## src/rtl/imu_sfp_pkg.sv

```systemverilog
// ----------------------------------------------------------------------------
// IMU serial frame parser package
// Types, register map and constants shared by the frame parser modules.
// ----------------------------------------------------------------------------
package imu_sfp_pkg;

  // Frame layout.
  localparam logic [7:0] SYNC_BYTE = 8'h55;
  localparam int FRAME_LEN = 9;
  localparam int IDX_W = $clog2(FRAME_LEN);

  // Record size default.
  localparam int FRAMES_PER_RECORD_DEF = 3;

  // Configuration port.
  localparam int CFG_ADDR_W = 4;
  localparam int CFG_DATA_W = 32;
  localparam logic [1:0] REG_ACCEL_TYPE = 2'd0;
  localparam logic [1:0] REG_ANGLE_TYPE = 2'd1;
  localparam logic [1:0] REG_TIME_TYPE  = 2'd2;
  localparam logic [7:0] ACCEL_TYPE_RST = 8'd81;
  localparam logic [7:0] ANGLE_TYPE_RST = 8'd83;
  localparam logic [7:0] TIME_TYPE_RST  = 8'd80;

  // Field widths of a record.
  localparam int ACCEL_W = 17;
  localparam int YAW_W   = 15;
  localparam int TIME_W  = 16;
  localparam int REC_W   = 2 * ACCEL_W + YAW_W + TIME_W;
  localparam int TDATA_W = ((REC_W + 7) / 8) * 8;

  // Scale factors of the fixed-point conversions.
  localparam logic signed [27:0] ACCEL_SCALE = 28'sd1254;
  localparam logic signed [22:0] YAW_SCALE   = 23'sd45;

  // Frame types in use.
  typedef struct packed {
    logic [7:0] accel_type;
    logic [7:0] angle_type;
    logic [7:0] time_type;
  } imu_sfp_cfg_t;

  // What a finished frame does to the record.
  typedef enum logic [2:0] {
    KIND_ACCEL = 3'd0,
    KIND_ANGLE = 3'd1,
    KIND_TIME  = 3'd2,
    KIND_OTHER = 3'd3,
    KIND_DROP  = 3'd4
  } imu_sfp_kind_t;

  // A classified frame as passed from front to back.
  typedef struct packed {
    imu_sfp_kind_t kind;
    logic [15:0]   word_a;  // data bytes 1-2
    logic [15:0]   word_b;  // data bytes 3-4
    logic [15:0]   word_c;  // data bytes 5-6
    logic [15:0]   word_d;  // data bytes 7-8
  } imu_sfp_desc_t;

endpackage

```

## src/rtl/imu_serial_frame_parser.sv

```systemverilog
// A record's last checksum byte is stored in the frame queue; the record then goes to the output register.
// Throughput: one received byte per cycle; the front stalls only on a checksum byte
// while the two-entry frame queue is full, and the back waits on the output register.
// Reset (rst, synchronous) restores the type registers, returns to sync hunting and
// clears the held record, the frame count, the queue and the output valid.
// ----------------------------------------------------------------------------
// IMU serial frame parser
// Parses sync-framed sensor bytes and emits acceleration, yaw and time records.
// ----------------------------------------------------------------------------
module imu_serial_frame_parser #(
  parameter int FRAMES_PER_RECORD = imu_sfp_pkg::FRAMES_PER_RECORD_DEF
) (
  input  logic                                clk,
  input  logic                                rst,
  input  logic                                s_tvalid,
  output logic                                s_tready,
  input  logic [7:0]                          s_tdata,  // [7:0] rx_byte
  output logic                                m_tvalid,
  input  logic                                m_tready,
  // [16:0] accel_x, [33:17] accel_y, [48:34] yaw_angle, [64:49] time_ms, [71:65] zero
  output logic [imu_sfp_pkg::TDATA_W-1:0]     m_tdata,
  input  logic                                psel,
  input  logic                                penable,
  input  logic                                pwrite,
  input  logic [imu_sfp_pkg::CFG_ADDR_W-1:0]  paddr,
  input  logic [imu_sfp_pkg::CFG_DATA_W-1:0]  pwdata,
  output logic [imu_sfp_pkg::CFG_DATA_W-1:0]  prdata,
  output logic                                pready
);

  imu_sfp_pkg::imu_sfp_cfg_t  cfg;
  imu_sfp_pkg::imu_sfp_desc_t push_data;
  imu_sfp_pkg::imu_sfp_desc_t head_data;
  logic                       q_full;
  logic                       q_push;
  logic                       q_pop;
  logic                       q_valid;

  // Type registers.
  imu_sfp_cfg u_cfg (
    .clk     (clk),
    .rst     (rst),
    .psel    (psel),
    .penable (penable),
    .pwrite  (pwrite),
    .paddr   (paddr),
    .pwdata  (pwdata),
    .prdata  (prdata),
    .pready  (pready),
    .cfg     (cfg)
  );

  // Byte framing and classification.
  imu_sfp_front u_front (
    .clk      (clk),
    .rst      (rst),
    .cfg      (cfg),
    .s_tvalid (s_tvalid),
    .s_tready (s_tready),
    .s_tdata  (s_tdata),
    .q_full   (q_full),
    .q_push   (q_push),
    .q_data   (push_data)
  );

  // Frame queue.
  imu_sfp_queue u_queue (
    .clk        (clk),
    .rst        (rst),
    .push       (q_push),
    .push_data  (push_data),
    .full       (q_full),
    .pop        (q_pop),
    .head_valid (q_valid),
    .head_data  (head_data)
  );

  // Record update and output.
  imu_sfp_back #(
    .FRAMES_PER_RECORD (FRAMES_PER_RECORD)
  ) u_back (
    .clk      (clk),
    .rst      (rst),
    .q_valid  (q_valid),
    .q_data   (head_data),
    .q_pop    (q_pop),
    .m_tvalid (m_tvalid),
    .m_tready (m_tready),
    .m_tdata  (m_tdata)
  );

endmodule

```

## src/rtl/imu_sfp_cfg.sv

```systemverilog
// ----------------------------------------------------------------------------
// IMU frame parser configuration registers
// APB register file holding the three frame type codes.
// ----------------------------------------------------------------------------
module imu_sfp_cfg (
  input  logic                                clk,
  input  logic                                rst,
  input  logic                                psel,
  input  logic                                penable,
  input  logic                                pwrite,
  input  logic [imu_sfp_pkg::CFG_ADDR_W-1:0]  paddr,
  input  logic [imu_sfp_pkg::CFG_DATA_W-1:0]  pwdata,
  output logic [imu_sfp_pkg::CFG_DATA_W-1:0]  prdata,
  output logic                                pready,
  output imu_sfp_pkg::imu_sfp_cfg_t           cfg
);

  logic       wr_en;
  logic [1:0] reg_idx;

  assign pready  = 1'b1;
  assign wr_en   = psel & penable & pwrite & pready;
  assign reg_idx = paddr[3:2];

  // Register writes on the access phase.
  always_ff @(posedge clk) begin
    if (rst) begin
      cfg.accel_type <= imu_sfp_pkg::ACCEL_TYPE_RST;
      cfg.angle_type <= imu_sfp_pkg::ANGLE_TYPE_RST;
      cfg.time_type  <= imu_sfp_pkg::TIME_TYPE_RST;
    end else if (wr_en) begin
      case (reg_idx)
        imu_sfp_pkg::REG_ACCEL_TYPE: cfg.accel_type <= pwdata[7:0];
        imu_sfp_pkg::REG_ANGLE_TYPE: cfg.angle_type <= pwdata[7:0];
        imu_sfp_pkg::REG_TIME_TYPE:  cfg.time_type  <= pwdata[7:0];
        default: ;
      endcase
    end
  end

  // Read data.
  always_comb begin
    case (reg_idx)
      imu_sfp_pkg::REG_ACCEL_TYPE: prdata = {24'd0, cfg.accel_type};
      imu_sfp_pkg::REG_ANGLE_TYPE: prdata = {24'd0, cfg.angle_type};
      imu_sfp_pkg::REG_TIME_TYPE:  prdata = {24'd0, cfg.time_type};
      default:                     prdata = '0;
    endcase
  end

endmodule

```

## src/rtl/imu_sfp_front.sv

```systemverilog
// ----------------------------------------------------------------------------
// IMU frame parser front end
// Finds sync, collects the frame, checks the sum and classifies the frame.
// ----------------------------------------------------------------------------
module imu_sfp_front (
  input  logic                       clk,
  input  logic                       rst,
  input  imu_sfp_pkg::imu_sfp_cfg_t  cfg,
  input  logic                       s_tvalid,
  output logic                       s_tready,
  input  logic [7:0]                 s_tdata,
  input  logic                       q_full,
  output logic                       q_push,
  output imu_sfp_pkg::imu_sfp_desc_t q_data
);

  typedef enum logic [2:0] {
    ST_HUNT  = 3'b001,
    ST_BODY  = 3'b010,
    ST_CHECK = 3'b100
  } state_t;

  state_t                        state;
  state_t                        state_next;
  logic [imu_sfp_pkg::IDX_W-1:0] byte_index;
  logic [7:0]                    running_sum;
  logic [7:0]                    frame_bytes [imu_sfp_pkg::FRAME_LEN];
  logic                          take;
  logic                          date_zero;

  // Only the checksum byte needs room in the queue.
  assign s_tready = !((state == ST_CHECK) && q_full);
  assign take     = s_tvalid & s_tready;
  assign q_push   = take && (state == ST_CHECK);

  // Sequencing through sync, body and checksum.
  always_comb begin
    state_next = state;
    case (state)
      ST_HUNT: begin
        if (take && (s_tdata == imu_sfp_pkg::SYNC_BYTE)) state_next = ST_BODY;
      end
      ST_BODY: begin
        if (take && (byte_index == imu_sfp_pkg::IDX_W'(imu_sfp_pkg::FRAME_LEN - 1)))
          state_next = ST_CHECK;
      end
      ST_CHECK: begin
        if (take) state_next = ST_HUNT;
      end
      default: state_next = ST_HUNT;
    endcase
  end

  always_ff @(posedge clk) begin
    if (rst) begin
      state       <= ST_HUNT;
      byte_index  <= '0;
      running_sum <= '0;
    end else begin
      state <= state_next;
      if (take) begin
        case (state)
          ST_HUNT: begin
            byte_index  <= '0;
            running_sum <= imu_sfp_pkg::SYNC_BYTE;
          end
          ST_BODY: begin
            running_sum <= running_sum + s_tdata;
            byte_index  <= byte_index + 1'b1;
          end
          ST_CHECK: byte_index <= '0;
          default:  byte_index <= '0;
        endcase
      end
    end
  end

  // Frame byte capture.
  always_ff @(posedge clk) begin
    if (take && (state == ST_BODY)) frame_bytes[byte_index] <= s_tdata;
  end

  // Classification of the finished frame.
  assign date_zero = (frame_bytes[1] == 8'd0) && (frame_bytes[2] == 8'd0) &&
                     (frame_bytes[3] == 8'd0);

  always_comb begin
    q_data.word_a = {frame_bytes[2], frame_bytes[1]};
    q_data.word_b = {frame_bytes[4], frame_bytes[3]};
    q_data.word_c = {frame_bytes[6], frame_bytes[5]};
    q_data.word_d = {frame_bytes[8], frame_bytes[7]};
    if (s_tdata != running_sum) begin
      q_data.kind = imu_sfp_pkg::KIND_DROP;
    end else if (frame_bytes[0] == cfg.accel_type) begin
      q_data.kind = imu_sfp_pkg::KIND_ACCEL;
    end else if (frame_bytes[0] == cfg.angle_type) begin
      q_data.kind = imu_sfp_pkg::KIND_ANGLE;
    end else if (frame_bytes[0] == cfg.time_type) begin
      q_data.kind = date_zero ? imu_sfp_pkg::KIND_TIME : imu_sfp_pkg::KIND_DROP;
    end else begin
      q_data.kind = imu_sfp_pkg::KIND_OTHER;
    end
  end

endmodule

```

## src/rtl/imu_sfp_queue.sv

```systemverilog
// ----------------------------------------------------------------------------
// IMU frame parser frame queue
// Two-entry queue of classified frames between front and back.
// ----------------------------------------------------------------------------
module imu_sfp_queue (
  input  logic                       clk,
  input  logic                       rst,
  input  logic                       push,
  input  imu_sfp_pkg::imu_sfp_desc_t push_data,
  output logic                       full,
  input  logic                       pop,
  output logic                       head_valid,
  output imu_sfp_pkg::imu_sfp_desc_t head_data
);

  localparam int Depth = 2;
  localparam int PtrW  = $clog2(Depth);
  localparam int CntW  = $clog2(Depth + 1);

  imu_sfp_pkg::imu_sfp_desc_t entries [Depth];
  logic [PtrW-1:0]            wr_ptr;
  logic [PtrW-1:0]            rd_ptr;
  logic [CntW-1:0]            count;
  logic                       do_push;
  logic                       do_pop;

  assign full       = (count == CntW'(Depth));
  assign head_valid = (count != '0);
  assign head_data  = entries[rd_ptr];
  assign do_push    = push && !full;
  assign do_pop     = pop && head_valid;

  // Pointer and fill count.
  always_ff @(posedge clk) begin
    if (rst) begin
      wr_ptr <= '0;
      rd_ptr <= '0;
      count  <= '0;
    end else begin
      if (do_push) wr_ptr <= wr_ptr + 1'b1;
      if (do_pop)  rd_ptr <= rd_ptr + 1'b1;
      case ({do_push, do_pop})
        2'b10:   count <= count + 1'b1;
        2'b01:   count <= count - 1'b1;
        default: count <= count;
      endcase
    end
  end

  // Entry storage.
  always_ff @(posedge clk) begin
    if (do_push) entries[wr_ptr] <= push_data;
  end

endmodule

```

## src/rtl/imu_sfp_back.sv

```systemverilog
// ----------------------------------------------------------------------------
// IMU frame parser back end
// Scales frame values into the held record and emits it once FRAMES_PER_RECORD frames count.
// ----------------------------------------------------------------------------
module imu_sfp_back #(
  parameter int FRAMES_PER_RECORD = imu_sfp_pkg::FRAMES_PER_RECORD_DEF
) (
  input  logic                                clk,
  input  logic                                rst,
  input  logic                                q_valid,
  input  imu_sfp_pkg::imu_sfp_desc_t          q_data,
  output logic                                q_pop,
  output logic                                m_tvalid,
  input  logic                                m_tready,
  output logic [imu_sfp_pkg::TDATA_W-1:0]     m_tdata
);

  localparam int CountW = $clog2(FRAMES_PER_RECORD + 1);
  localparam int AW     = imu_sfp_pkg::ACCEL_W;
  localparam int YW     = imu_sfp_pkg::YAW_W;
  localparam int TW     = imu_sfp_pkg::TIME_W;

  logic signed [AW-1:0] held_accel_x;
  logic signed [AW-1:0] held_accel_y;
  logic signed [YW-1:0] held_yaw;
  logic [TW-1:0]        held_time;
  logic [CountW-1:0]    frame_count;

  logic signed [AW-1:0] accel_x_next;
  logic signed [AW-1:0] accel_y_next;
  logic signed [YW-1:0] yaw_next;
  logic [TW-1:0]        time_next;
  logic [CountW-1:0]    frame_count_next;

  logic signed [27:0]   prod_x;
  logic signed [27:0]   prod_y;
  logic signed [22:0]   prod_yaw;
  logic                 emit;

  logic signed [AW-1:0] out_accel_x;
  logic signed [AW-1:0] out_accel_y;
  logic signed [YW-1:0] out_yaw;
  logic [TW-1:0]        out_time;

  // A frame is taken whenever the output register can hold a result.
  assign q_pop = q_valid && (!m_tvalid || m_tready);

  // Fixed-point scaling; the right shift is taken as a bit select.
  assign prod_x   = $signed(q_data.word_a) * imu_sfp_pkg::ACCEL_SCALE;
  assign prod_y   = $signed(q_data.word_b) * imu_sfp_pkg::ACCEL_SCALE;
  assign prod_yaw = $signed(q_data.word_c) * imu_sfp_pkg::YAW_SCALE;

  // Record update for the frame at the queue head.
  always_comb begin
    accel_x_next     = held_accel_x;
    accel_y_next     = held_accel_y;
    yaw_next         = held_yaw;
    time_next        = held_time;
    frame_count_next = frame_count;
    case (q_data.kind)
      imu_sfp_pkg::KIND_ACCEL: begin
        accel_x_next     = prod_x[26:10];
        accel_y_next     = prod_y[26:10];
        frame_count_next = frame_count + 1'b1;
      end
      imu_sfp_pkg::KIND_ANGLE: begin
        yaw_next         = prod_yaw[21:7];
        frame_count_next = frame_count + 1'b1;
      end
      imu_sfp_pkg::KIND_TIME: begin
        time_next        = q_data.word_d;
        frame_count_next = CountW'(1);
      end
      imu_sfp_pkg::KIND_OTHER: frame_count_next = frame_count + 1'b1;
      imu_sfp_pkg::KIND_DROP:  frame_count_next = '0;
      default:                 frame_count_next = frame_count;
    endcase
  end

  assign emit = (frame_count_next >= CountW'(FRAMES_PER_RECORD));

  // Held record and frame count.
  always_ff @(posedge clk) begin
    if (rst) begin
      held_accel_x <= '0;
      held_accel_y <= '0;
      held_yaw     <= '0;
      held_time    <= '0;
      frame_count  <= '0;
    end else if (q_pop) begin
      if (emit) begin
        held_accel_x <= '0;
        held_accel_y <= '0;
        held_yaw     <= '0;
        held_time    <= '0;
        frame_count  <= '0;
      end else begin
        held_accel_x <= accel_x_next;
        held_accel_y <= accel_y_next;
        held_yaw     <= yaw_next;
        held_time    <= time_next;
        frame_count  <= frame_count_next;
      end
    end
  end

  // Output register valid.
  always_ff @(posedge clk) begin
    if (rst) begin
      m_tvalid <= 1'b0;
    end else if (q_pop && emit) begin
      m_tvalid <= 1'b1;
    end else if (m_tready) begin
      m_tvalid <= 1'b0;
    end
  end

  // Output register payload.
  always_ff @(posedge clk) begin
    if (q_pop && emit) begin
      out_accel_x <= accel_x_next;
      out_accel_y <= accel_y_next;
      out_yaw     <= yaw_next;
      out_time    <= time_next;
    end
  end

  assign m_tdata = {(imu_sfp_pkg::TDATA_W - imu_sfp_pkg::REC_W)'(0),
                    out_time, out_yaw, out_accel_y, out_accel_x};

endmodule

```

## config.mk

```make
export PLATFORM = sky130hd
export DESIGN_NAME = imu_serial_frame_parser
export DESIGN_NICKNAME = d
export VERILOG_FILES = /design/src/rtl/imu_sfp_pkg.sv /design/src/rtl/imu_serial_frame_parser.sv /design/src/rtl/imu_sfp_cfg.sv /design/src/rtl/imu_sfp_front.sv /design/src/rtl/imu_sfp_queue.sv /design/src/rtl/imu_sfp_back.sv
export SDC_FILE = /design/constraint.sdc
export NUM_CORES = 1
export LEC_CHECK = 0
export ABC_AREA = 1
export BUFFER_PORTS_ARGS = -buffer_cell sky130_fd_sc_hd__buf_2
export CELL_PAD_IN_SITES_DETAIL_PLACEMENT = 1
export CELL_PAD_IN_SITES_GLOBAL_PLACEMENT = 2
export CORE_ASPECT_RATIO = 0.75
export CORE_MARGIN = 2
export CORE_UTILIZATION = 41
export CTS_BUF_LIST = sky130_fd_sc_hd__clkbuf_8
export CTS_CLUSTER_SIZE = 40
export DETAILED_ROUTE_END_ITERATION = 6
export PLACE_DENSITY_LB_ADDON = 0.1
export SLEW_MARGIN = 25
export SYNTH_ARGS = -nofsm -noshare
export SYNTH_HDL_FRONTEND = slang
export SYNTH_SLANG_ARGS = --single-unit
```

## constraint.sdc

```tcl
create_clock -name clk -period 10.1 [get_ports clk]
set_input_delay 2.525 -clock clk [delete_from_list [all_inputs] [get_ports clk]]
set_output_delay 2.525 -clock clk [all_outputs]
set_load 0.05 [all_outputs]
```

== Yosys cells after proc, flatten, opt, wreduce, memory -nomap -nowiden ==
Memories as Yosys holds them, arrays and structs flattened. A register that Yosys moved wholly into a read port is not among the register bits.
Cells that the tools add are included.

* Word-level logic and storage cells: 117
* Output and inout bits: 107
* Memories: 2
* Flip-flop bits (word level): 176
* Bits of input ports: 51
* Memory bits (writable): 206

{| class="wikitable"
|+ Memory list
! memory !! depth !! width !! rd ports !! clocked after Yosys merged registers in !! wr ports !! line !! source
|-
| u_queue.entries || 2 || 67 || 1 || 1 || 1 || imu_sfp_queue.sv:20 || <nowiki>imu_sfp_pkg::imu_sfp_desc_t entries [Depth];</nowiki>
|-
| u_front.frame_bytes || 9 || 8 || 9 || 0 || 1 || imu_sfp_front.sv:27 || <nowiki>logic [7:0] frame_bytes [imu_sfp_pkg::FRAME_LEN];</nowiki>
|}

* Multipliers: 3
* $add $sub $neg: 7
* Muxes and demuxes: 31
* Bitwise gates (word level): 3
* Equality and inequality tests: 21
* Reductions and logical operators: 30
* Order comparisons: 1

{| class="wikitable"
|+ Operator list
! cell !! number
|-
| two-way mux 17 bit || 4
|-
| multiplier 16 x 11 -> 26 bit, second input constant || 2
|-
| two-way mux 16 bit || 2
|-
| two-way mux 15 bit || 2
|-
| equality test 8 bit || 3
|-
| logical NOT 8 bit || 3
|-
| two-way mux 3 bit || 8
|-
| case mux 8 bit (3 select lines) || 1
|-
| multiplier 16 x 7 -> 22 bit, second input constant || 1
|-
| case mux 8 bit (2 select lines) || 1
|-
| logical AND 1 bit || 11
|-
| equality test 3 x 2 -> 1 bit, second input constant || 3
|-
| case mux 3 bit (3 select lines) || 1
|-
| adder 8 bit || 1
|-
| equality test 8 x 7 -> 1 bit, second input constant || 1
|-
| two-way mux 1 bit || 8
|-
| inequality test 8 bit || 1
|-
| AND reduction 2 bit || 4
|-
| nonzero test 2 bit || 4
|-
| equality test 2 bit, second input constant || 3
|-
| equality test 3 x 1 -> 1 bit, second input constant || 2
|-
| equality test 3 bit, second input constant || 2
|-
| inequality test 2 x 1 -> 1 bit, second input constant || 3
|-
| case mux 2 bit (3 select lines) || 1
|-
| other kinds (17) || 24
|}

== Logic depth before layout (Yosys ltp) ==
Gate-level depths: netlist of run 1.
An unclocked memory read counts as a cell.

* Word-level depth: 9
* Depth in mapped cells: 28
* Gate-level depth less buffers: 26

== Modules after synthesis ==
From an unflattened synthesis of run 1, not the netlist that was laid out.

* Cell total of the unflattened synthesis: 2,632
* Area total of the unflattened synthesis: 25,095.3 um^2

{| class="wikitable"
|+ Modules (own cells, without submodules)
! module !! cells an instance !! area each (um^2) !! instances
|-
| imu_sfp_back || 1,850 || 14,770.4 || 1
|-
| imu_sfp_queue || 248 || 5,193.7 || 1
|-
| imu_sfp_front || 333 || 3,774.9 || 1
|-
| imu_sfp_cfg || 201 || 1,356.3 || 1
|}

== Worst setup path after synthesis of run 1 ==
OpenSTA, ideal clock, no wires.

* Kind: in2reg
* From: input m_tready
* To: register u_back.out_accel_x[0] (enable)
* Setup time: 0.571 ns
* Stages: 5
* Path buffers: 1
* Arrival: 7.665 ns
* Slack: 1.864 ns
* Cell sequence: nor2_1 a21oi_2 inv_1 clkbuf_1 nor3_1

* Word-level cells in the longest chain between the ends: 3

{| class="wikitable"
|+ RTL lines
! element !! line !! source
|-
| start: declaration || imu_serial_frame_parser.sv:19 || <nowiki>input logic m_tready,</nowiki>
|-
| logical OR 1 bit || imu_sfp_back.sv:46 || <nowiki>assign q_pop = q_valid && (!m_tvalid || m_tready);</nowiki>
|-
| logical AND 1 bit || imu_sfp_back.sv:46 ||
|-
| via q_pop || imu_serial_frame_parser.sv:36 || <nowiki>logic q_pop;</nowiki>
|-
| logical AND 1 bit || imu_sfp_back.sv:120 || <nowiki>if (q_pop && emit) begin</nowiki>
|-
| end signal: assignment || imu_sfp_back.sv:121 || <nowiki>out_accel_x <= accel_x_next;</nowiki>
|-
| end: declaration || imu_sfp_back.sv:40 || <nowiki>logic signed [AW-1:0] out_accel_x;</nowiki>
|}

The timed path passes the listed nets, and every way through them passes these cells.
A chain may end at the register's enable or synchronous reset.

==> flow_metrics.tcl, run 1 <==
set metrics [dict create \
    max_slew_margin_pct 35.5 \
    core_sq_mm 0.0573 \
    hold_viol 0 \
    synth_most_common_cell "nand2_1" \
    synth_top_area_cell "edfxtp_1" \
    clk_pin_slew_ns 0.06 \
    synthCells 2479 \
    area_growth_pct 10.4 \
    gr-total-overflow 0 \
    initial_core_util_pct 41.5 \
    ys.warnings.count 0 \
    htreeDepth 2 \
    crit_required_ns 10.68 \
    num_antenna_cells 0 \
    synth_common_cells "490 x nand2_1, 370 x inv_1, 271 x edfxtp_1, 201 x ha_1, 160 x a21oi_1" \
    dieArea_sq_mm 0.0599 \
    setup_ws_ns 3.11 \
    fmaxAchievable_ghz 0.143 \
    final-seq-area_sq_mm 0.0104 \
    critPathArrivalTime_ns 7.58 \
    reg2reg_depth 24 \
    drc 0 \
    tightest_slew_ns 0.967 \
    fin_crit_ns 6.99 \
    reg2reg_to "u_back.held_accel_y[11]$_SDFFE_PP0P_" \
    clock_latency_ns 0.69 \
    start_kind "flip-flop" \
    vias_per_cell 4.89 \
    dr.pass1.iters 5 \
    synth_seq_cells 383 \
    ant_nets 0 \
    cp_max_fo 69 \
    grt_use_total_pct 20.6 \
    place_hpwl_um 45200 \
    yosysSeqAreaShare_pct 43.7 \
    fillers 6541 \
    synth_edf_count 271 \
    grt_pass1_vias 17780 \
    post-route-period-util_pct 69.2 \
    rsz0062_at_grt "no" \
    die_y_um 213 \
    drt-wirelength-per-cell_um 17.6 \
    dp_worst_setup_slack_ns 3.10 \
    port_buffers 99 \
    max-cap-violations 0 \
    cp-endpoint "u_back.held_accel_y[11]$_SDFFE_PP0P_" \
    die_x_um 282 \
    nNetsFinal 2976 \
    antenna_found_initial 0 \
    cts_tree "yes" \
    multiInputGateArea_sq_mm 0.0116 \
    post_cts_resize_count 0 \
    rows 76 \
    cts_root_buf "clkbuf_8" \
    synthesis.area_sq_mm 0.0238 \
    netlist.area_leader.share_pct 34.2 \
    holdCritPathClass "reg -> reg" \
    final_max_slew_viol_count 0 \
    routed_wl_um 60200 \
    finClkSkew_ns 0.0394 \
    path_class "reg -> reg" \
    ios 158 \
    cts_num_sinks 383 \
    cts_setup_buffers 0 \
    status "complete, no violations" \
    synth_cell_types 51 \
    cts.hold.buffers_added 0 \
    synthArstFlopShare_pct 0 \
    place_congestion 0.864 \
    vias 16732 \
    synth_ff_type "edfxtp_1" \
    syn_area_per_cell_sq_um 9.59 \
    drive_above_1_share_pct 10.2 \
    setup_tns_ns 0 \
    setup_violations 0 \
    synth.area.top_cells "edfxtp_1 34%, fa_1 11%, ha_1 11%" \
    cts_buffers 61 \
    first_iter_violations 769 \
    grt_pass1_wl_um 97400 \
    grt_max_degree 70 \
    regToRegSetupSlack_ns 3.11 \
    crit_path_end_kind "flip-flop" \
    clock_path_buffers 3 \
]
[layout by cell type (no fill, tap or decap), types with 24 or more instances in the layout]
| cell type | count |
|---|---|
| clkbuf_8 | 63 |
| edfxtp_1 | 271 |
| or2_2 | 46 |
| buf_2 | 99 |
| ha_1 | 201 |
| inv_1 | 394 |
| nand2_1 | 490 |
| o21ai_0 | 114 |
| conb_1 | 32 |
| nor2_1 | 147 |
| fa_1 | 132 |
| xor2_1 | 24 |
| o21a_1 | 38 |
| xnor2_1 | 30 |
| nand3_1 | 93 |
| dfxtp_1 | 111 |
| a21oi_1 | 160 |
[final cells by class]
type | instances | share of cell area [%]
flip-flops and latches | 383 | 39.6
clock buffers | 63 | 3.31
inverters | 375 | 5.37
multi-input cells | 1658 | 44.3
well taps | 780 | 3.72
repair buffers | 113 | 2.29
clock inverters | 52 | 1.40
[per-layer routing]
layer / up-vias / part of all wire (%) / track usage (%)
met4: 0 / 1.2 / 3.87
met3: 60 / 3.4 / 3.07
met5: - / 0 / 0
met2: 215 / 43 / 31.7
met1: 8125 / 53 / 31.1
li1: 8332 / - / -
[state kept, by name (all words and copies together), names as in the netlist, 16 cells and up, named ones only]
name and cells:
u_back.held_accel_x 17, u_back.held_accel_y 17, u_back.held_time 16, u_back.out_accel_x 17
u_back.out_accel_y 17, u_back.out_time 16, u_cfg.cfg 24, u_front.frame_bytes 72
u_queue.entries 134
[cells by family (layout without fill, tap and decap cells)]
kind of cell / Yosys count / after routing / synth area share, %
flip-flops: 383 / 383 / 43.7
adder cells (fa/ha/maj): 333 / 333 / 21.7
other: 2 / 32 / 0.0316
AND/OR/NAND/NOR: 858 / 858 / 15.4
buffers and inverters: 468 / 603 / 8.09
XOR/XNOR: 54 / 54 / 1.99
AO/OA/AOI/OAI: 381 / 381 / 9.13
[critical path: stages, from the launching register on]
cell     delay (ns)
dfxtp_2        0.31
buf_4          0.58
inv_2          0.47
buf_4          0.40
or2_2          0.32
o21ai_0        0.35
inv_1          0.30
ha_1           0.37
ha_1           0.30
fa_1           0.49
fa_1           0.50
inv_1          0.05
fa_1           0.47
inv_1          0.04
ha_1           0.37
nand2_1        0.11
nor2_1         0.16
nand3_1        0.10
o21ai_1        0.32
nand2_1        0.10
nand2_1        0.10
nor2_1         0.04
o21ai_0        0.34
nand3_1        0.11
a21oi_1        0.14
[metrics by stage]
step                      hold slack (ns)  cells  area, sq um  utilization, %
after floorplan                     0.421   2509        23900               -
after global placement              0.422   3309        25000            43.6
after detailed placement            0.432   3309        25000            43.6
after CTS                           0.434   3424        26200            45.7
after global routing                0.456   3424        26200            45.8
final                               0.441   3424        26200            45.8
[worst min-delay path by stage]
stage | startpoint | end | cells after the start
final | u_front.frame_bytes[4][0]$_DFFE_PP_ | u_queue.entries[1][40]$_DFFE_PP_ | 0
after global routing | u_front.frame_bytes[6][0]$_DFFE_PP_ | u_queue.entries[0][24]$_DFFE_PP_ | 0
after CTS | u_front.frame_bytes[2][0]$_DFFE_PP_ | u_queue.entries[0][56]$_DFFE_PP_ | 0
after detailed placement | u_front.frame_bytes[5][3]$_DFFE_PP_ | u_queue.entries[0][19]$_DFFE_PP_ | 0
after global placement | u_front.frame_bytes[8][0]$_DFFE_PP_ | u_queue.entries[1][8]$_DFFE_PP_ | 0
after floorplan | u_front.frame_bytes[7][0]$_DFFE_PP_ | u_queue.entries[0][0]$_DFFE_PP_ | 0
Power of run 1 is left out: the tool's default activity adds up to more than one toggle a clock period on the data nets, which glitch-free logic cannot reach.
==> run 2: changes to the inputs <==
--- a/config.mk
+++ b/config.mk
@@ -11,7 +11,7 @@
 export CELL_PAD_IN_SITES_GLOBAL_PLACEMENT = 2
 export CORE_ASPECT_RATIO = 0.75
 export CORE_MARGIN = 2
-export CORE_UTILIZATION = 41
+export CORE_UTILIZATION = 37
 export CTS_BUF_LIST = sky130_fd_sc_hd__clkbuf_8
 export CTS_CLUSTER_SIZE = 40
 export DETAILED_ROUTE_END_ITERATION = 6
==> constraint.sdc (replaced) <==
create_clock -name clk -period 5.95 [get_ports clk]
set_input_delay 1.4875 -clock clk [delete_from_list [all_inputs] [get_ports clk]]
set_output_delay 1.4875 -clock clk [all_outputs]
set_load 0.05 [all_outputs]
==> run 2 against run 1 <==
Net effect: critical path depth down 2; critical endpoint is now u_back.out_accel_x[11]$_DFFE_PP_; maximum frequency up 25%; sequential cell count unchanged; register-to-register slack worse by 2.7 ns; worst hold slack worse by 0.025 ns; via count up 0.66%; utilization down 3.8 points; highest routed layer unchanged; worst setup slack worse by 2.7 ns; final cell count up 2.9%.
==> flow_metrics.tcl, run 2 (synthesis results as in run 1) <==
set metrics [dict create \
    ant_nets 0 \
    num_antenna_cells 0 \
    clk_pin_slew_ns 0.06 \
    cts_root_buf "clkbuf_8" \
    max-cap-violations 0 \
    grt_pass1_vias 18112 \
    place_hpwl_um 45900 \
    gr-total-overflow 0 \
    max_slew_margin_pct 34.1 \
    finClkSkew_ns 0.0370 \
    final_common_cell "nand2_1" \
    drt-wirelength-per-cell_um 17.5 \
    area_growth_pct 12.1 \
    initial_core_util_pct 37.4 \
    clock_latency_ns 0.66 \
    regMostFlops "u_queue.entries" \
    crit_required_ns 6.36 \
    final_util_pct 41.9 \
    nNetsFinal 2997 \
    clock_path_buffers 3 \
    status "complete, no violations" \
    drc 0 \
    fmaxAchievable_ghz 0.179 \
    grt_use_total_pct 18.9 \
    port_buffers 99 \
    cts_tree "yes" \
    mostFrequentLayoutCells "489 x nand2_1, 385 x inv_1, 271 x edfxtp_1" \
    start_kind "flip-flop" \
    path_class "reg -> reg" \
    die_y_um 224 \
    grt_pass1_wl_um 99200 \
    path_cells "inv_2 > or2_2 > o21ai_0 > inv_1 > ha_1 > ha_1 > fa_1 > fa_1 > inv_1 > fa_1 > inv_1 > ha_1 > nand2_1 > o21ai_0 > a21oi_1 > o21ai_1 > nand2_1 > nand2_1 > nand2_1 > inv_1 > o21ai_0 > and2_1" \
    die_x_um 297 \
    cp_slowest_stage_delay_ns 0.60 \
    rows 80 \
    dr.pass1.iters 4 \
    final_max_slew_viol_count 0 \
    post-route-period-util_pct 93.7 \
    largest_reg_flops 134 \
    core_sq_mm 0.0636 \
    slowest_stage "fa_1" \
    tightest_slew_ns 0.989 \
    setup_violations 0 \
    critPathArrivalTime_ns 5.98 \
    antenna_found_initial 0 \
    top_regs "u_queue.entries (134), u_front.frame_bytes (72), u_cfg.cfg (24)" \
    holdCritPathClass "reg -> reg" \
    whs_ns 0.417 \
    vias_per_cell 4.78 \
    grt_max_degree 69 \
    first_iter_violations 675 \
    vias 16842 \
    cts_buffers 66 \
    cts.hold.buffers_added 0 \
    cts_num_sinks 383 \
    dieArea_sq_mm 0.0663 \
    drive_above_1_share_pct 11.5 \
    htreeDepth 3 \
    ios 158 \
    cp_max_fo 12 \
    hold_viol 0 \
    routed_wl_um 61900 \
    crit_path_end_kind "flip-flop" \
    place_congestion 0.834 \
    fin_crit_ns 5.57 \
]
## run 2: changes by cell type in the layout (fill, tap and decap cells not counted), moves of 3 or more
cell,delta
clkinv_1,-5
clkbuf_8,+12
inv_1,-9
buf_12,+3
buf_4,+12
## run 2: final cells by class
| class | count | area (sq um) |
|---|---|---|
| clock buffer | 75 | 1030 |
| clock inverter | 44 | 339 |
| fill | 7252 | 36900 |
| inverter | 375 | 1410 |
| multi-input combinational | 1658 | 11600 |
| sequential | 383 | 10400 |
| tap | 861 | 1080 |
| timing repair buffer | 129 | 762 |
## run 2: routing by layer
layer	GRT usage [%]	vias up	part of all wire, %
met5	0	-	0
met2	28.2	203	42
li1	-	8361	-
met4	4.93	0	1.9
met1	28.3	8196	53
met3	3.10	82	3.2
## run 2: worst paths after layout
kind | cells after the start | endpoint | slack (ns) | start
max | 22 | u_back.out_accel_x[11]$_DFFE_PP_ | 0.38 | flip-flop
min | 0 | u_queue.entries[1][0]$_DFFE_PP_ | 0.42 | u_front.frame_bytes[7][0]$_DFFE_PP_
max reg2reg | 22 | u_back.out_accel_x[11]$_DFFE_PP_ | 0.38 | flip-flop
min reg2reg | 0 | u_queue.entries[1][0]$_DFFE_PP_ | 0.42 | u_front.frame_bytes[7][0]$_DFFE_PP_
## run 2: through the flow
step	instances	cell area [sq um]	setup TNS, ns	worst slack, ns
4_1_cts	3520	26600	0	0.0776
3_3_place_gp	3401	25200	0	0.184
6_report	3525	26600	0	0.375
2_1_floorplan	2509	23900	0	0.541
3_5_place_dp	3401	25200	0	0.0760
5_1_grt	3525	26600	-0.00520	-0.00289
## run 2: critical path: cells and delay by family, from the launching register on
family	cells	cell delay, ns
buffers and inverters	5	0.46
flip-flops	1	0.43
AO/OA/AOI/OAI	5	0.88
AND/OR/NAND/NOR	6	0.83
adder cells (fa/ha/maj)	6	2.73
## run 2: repair_timing
item / 4_1_cts / 5_1_grt
resized for setup: 0 / 8
setup buffers: 0 / 4
endpoints found under the hold margin: 0 / 0
setup endpoints to repair: 0 / 39
Power of run 2 is left out for the same reason.
==> run 3: changes to the inputs <==
--- a/config.mk
+++ b/config.mk
@@ -15,7 +15,7 @@
 export CTS_BUF_LIST = sky130_fd_sc_hd__clkbuf_8
 export CTS_CLUSTER_SIZE = 40
 export DETAILED_ROUTE_END_ITERATION = 6
-export PLACE_DENSITY_LB_ADDON = 0.1
+export PLACE_DENSITY = 0.84
 export SLEW_MARGIN = 25
 export SYNTH_ARGS = -nofsm -noshare
 export SYNTH_HDL_FRONTEND = slang
==> run 3 against run 2 <==
Net effect: sequential share of layout area grew 0.16 points; final area down 0.44%; highest routed layer unchanged; clock skew up 0.0041 ns; largest cell class unchanged; worst hold slack gained 0.031 ns; critical endpoint is now u_back.held_accel_x[8]$_SDFFE_PP0P_; non-clock buffer count shrank 7; critical path depth shrank 2; maximum frequency shrank 1.6%.
==> flow_metrics.tcl, run 3 (synthesis results as in run 1) <==
set metrics [dict create \
    status "complete, no violations" \
    cts_buffers 60 \
    tightest_slew_ns 1.08 \
    final-seq-area_sq_mm 0.0104 \
    final_max_slew_viol_count 0 \
    initial_core_util_pct 37.4 \
    cts_num_sinks 383 \
    vias 17265 \
    multiInputGateArea_sq_mm 0.0116 \
    final_area_sq_mm 0.0265 \
    gr-total-overflow 0 \
    mostFrequentLayoutCells "490 x nand2_1, 382 x inv_1, 271 x edfxtp_1" \
    crit_required_ns 6.50 \
    setup_tns_ns 0 \
    grt_use_total_pct 18.4 \
    place_hpwl_um 45700 \
    nNetsFinal 2984 \
    drc 0 \
    vias_per_cell 4.92 \
    clock_path_buffers 3 \
    rsz0062_at_grt "no" \
    largest_reg_flops 134 \
    area_growth_pct 11.6 \
    grt_pass1_vias 18068 \
    fillers 7291 \
    ant_nets 0 \
    cts.hold.buffers_added 0 \
    rows 80 \
    crit_path_end_kind "flip-flop" \
    die_x_um 297 \
    hold_viol 0 \
    start_kind "flip-flop" \
    holdCritPathClass "reg -> reg" \
    critPathArrivalTime_ns 6.21 \
    max-cap-violations 0 \
    core_sq_mm 0.0636 \
    top_regs "u_queue.entries (134), u_front.frame_bytes (72), u_cfg.cfg (24)" \
    drive_above_1_share_pct 10.9 \
    dp.cells 3399 \
    fin_crit_ns 5.66 \
    antenna_found_initial 2 \
    dr.pass1.iters 5 \
    max_slew_margin_pct 28.1 \
    clk_pin_slew_ns 0.07 \
    cts_root_buf "clkbuf_8" \
    cts_tree "yes" \
    dieArea_sq_mm 0.0663 \
    grt_max_degree 69 \
    dpl_cell_area_sq_mm 0.0252 \
    num_antenna_cells 0 \
    place_congestion 0.864 \
    post_cts_resize_count 0 \
    path_class "reg -> reg" \
    grt_pass1_wl_um 97800 \
    die_y_um 224 \
    finClkSkew_ns 0.0411 \
    cp_max_fo 68 \
    ios 158 \
    port_buffers 99 \
    setup_violations 0 \
    cts_setup_buffers 0 \
    first_iter_violations 925 \
    routed_wl_um 61400 \
    fmaxAchievable_ghz 0.177 \
    htreeDepth 2 \
    final_common_cell "nand2_1" \
    post-route-period-util_pct 95.2 \
    fin_cells 3511 \
    clock_latency_ns 0.71 \
    final_util_pct 41.7 \
    drt-wirelength-per-cell_um 17.5 \
    regMostFlops "u_queue.entries" \
]
## run 3: changes by cell type in the layout (fill, tap and decap cells not counted), moves of 2 or more
cell / change
nor3_2: +3
buf_4: -5
inv_1: -3
clkinv_1: +6
bufinv_16: +4
nor3_1: -3
inv_2: -2
clkinv_2: +4
inv_8: -2
clkbuf_8: -10
inv_12: -3
o21ai_0: +2
## run 3: final cells by class
| type | instances | area share, % |
|---|---|---|
| clock inverter | 47 | 1.62 |
| multi-input combinational | 1658 | 43.9 |
| tap | 861 | 4.06 |
| timing repair buffer | 122 | 2.61 |
| clock buffer | 65 | 3.37 |
| inverter | 375 | 5.31 |
| sequential | 383 | 39.1 |
## run 3: per-layer routing
metal  vias up  global-route usage (%)  routed length, um
met5         -                       0                  0
met4         0                    4.03               1010
met1      8538                    26.6              30600
met2       298                    29.1              27400
met3        79                    2.84               2420
li1       8350                       -                  -
## run 3: path summary, 6_finish.rpt
check / end / startpoint / slack (ns) / cells past startpoint
setup / recovery: u_back.held_accel_x[8]$_SDFFE_PP0P_ / flip-flop / 0.29 / 20
hold / removal: u_queue.entries[0][46]$_DFFE_PP_ / u_front.frame_bytes[4][6]$_DFFE_PP_ / 0.45 / 0
setup reg to reg: u_back.held_accel_x[8]$_SDFFE_PP0P_ / flip-flop / 0.29 / 20
hold reg to reg: u_queue.entries[0][46]$_DFFE_PP_ / u_front.frame_bytes[4][6]$_DFFE_PP_ / 0.45 / 0
## run 3: worst max-delay path, cell delays in order (launching register included)
cell and delay [ns]:
dfxtp_2 0.34, buf_12 0.20, o21ai_0 0.48, inv_1 0.14, ha_1 0.36, ha_1 0.33, xor2_1 0.17, ha_1 0.33
fa_1 0.55, inv_1 0.06, fa_1 0.53, inv_1 0.04, ha_1 0.39, a21oi_1 0.28, o21ai_0 0.19, a21oi_1 0.33
nand2_1 0.12, xnor2_1 0.32, o21ai_0 0.16, nand2_1 0.09, a21oi_1 0.07
## run 3: per-stage QoR
stage          setup WS, ns  hold WS [ns]
2_1_floorplan         0.541         0.421
3_3_place_gp          0.455         0.422
3_5_place_dp          0.322         0.431
4_1_cts               0.305         0.441
5_1_grt             0.00574         0.450
6_report              0.286         0.448
Power of run 3 is left out for the same reason.
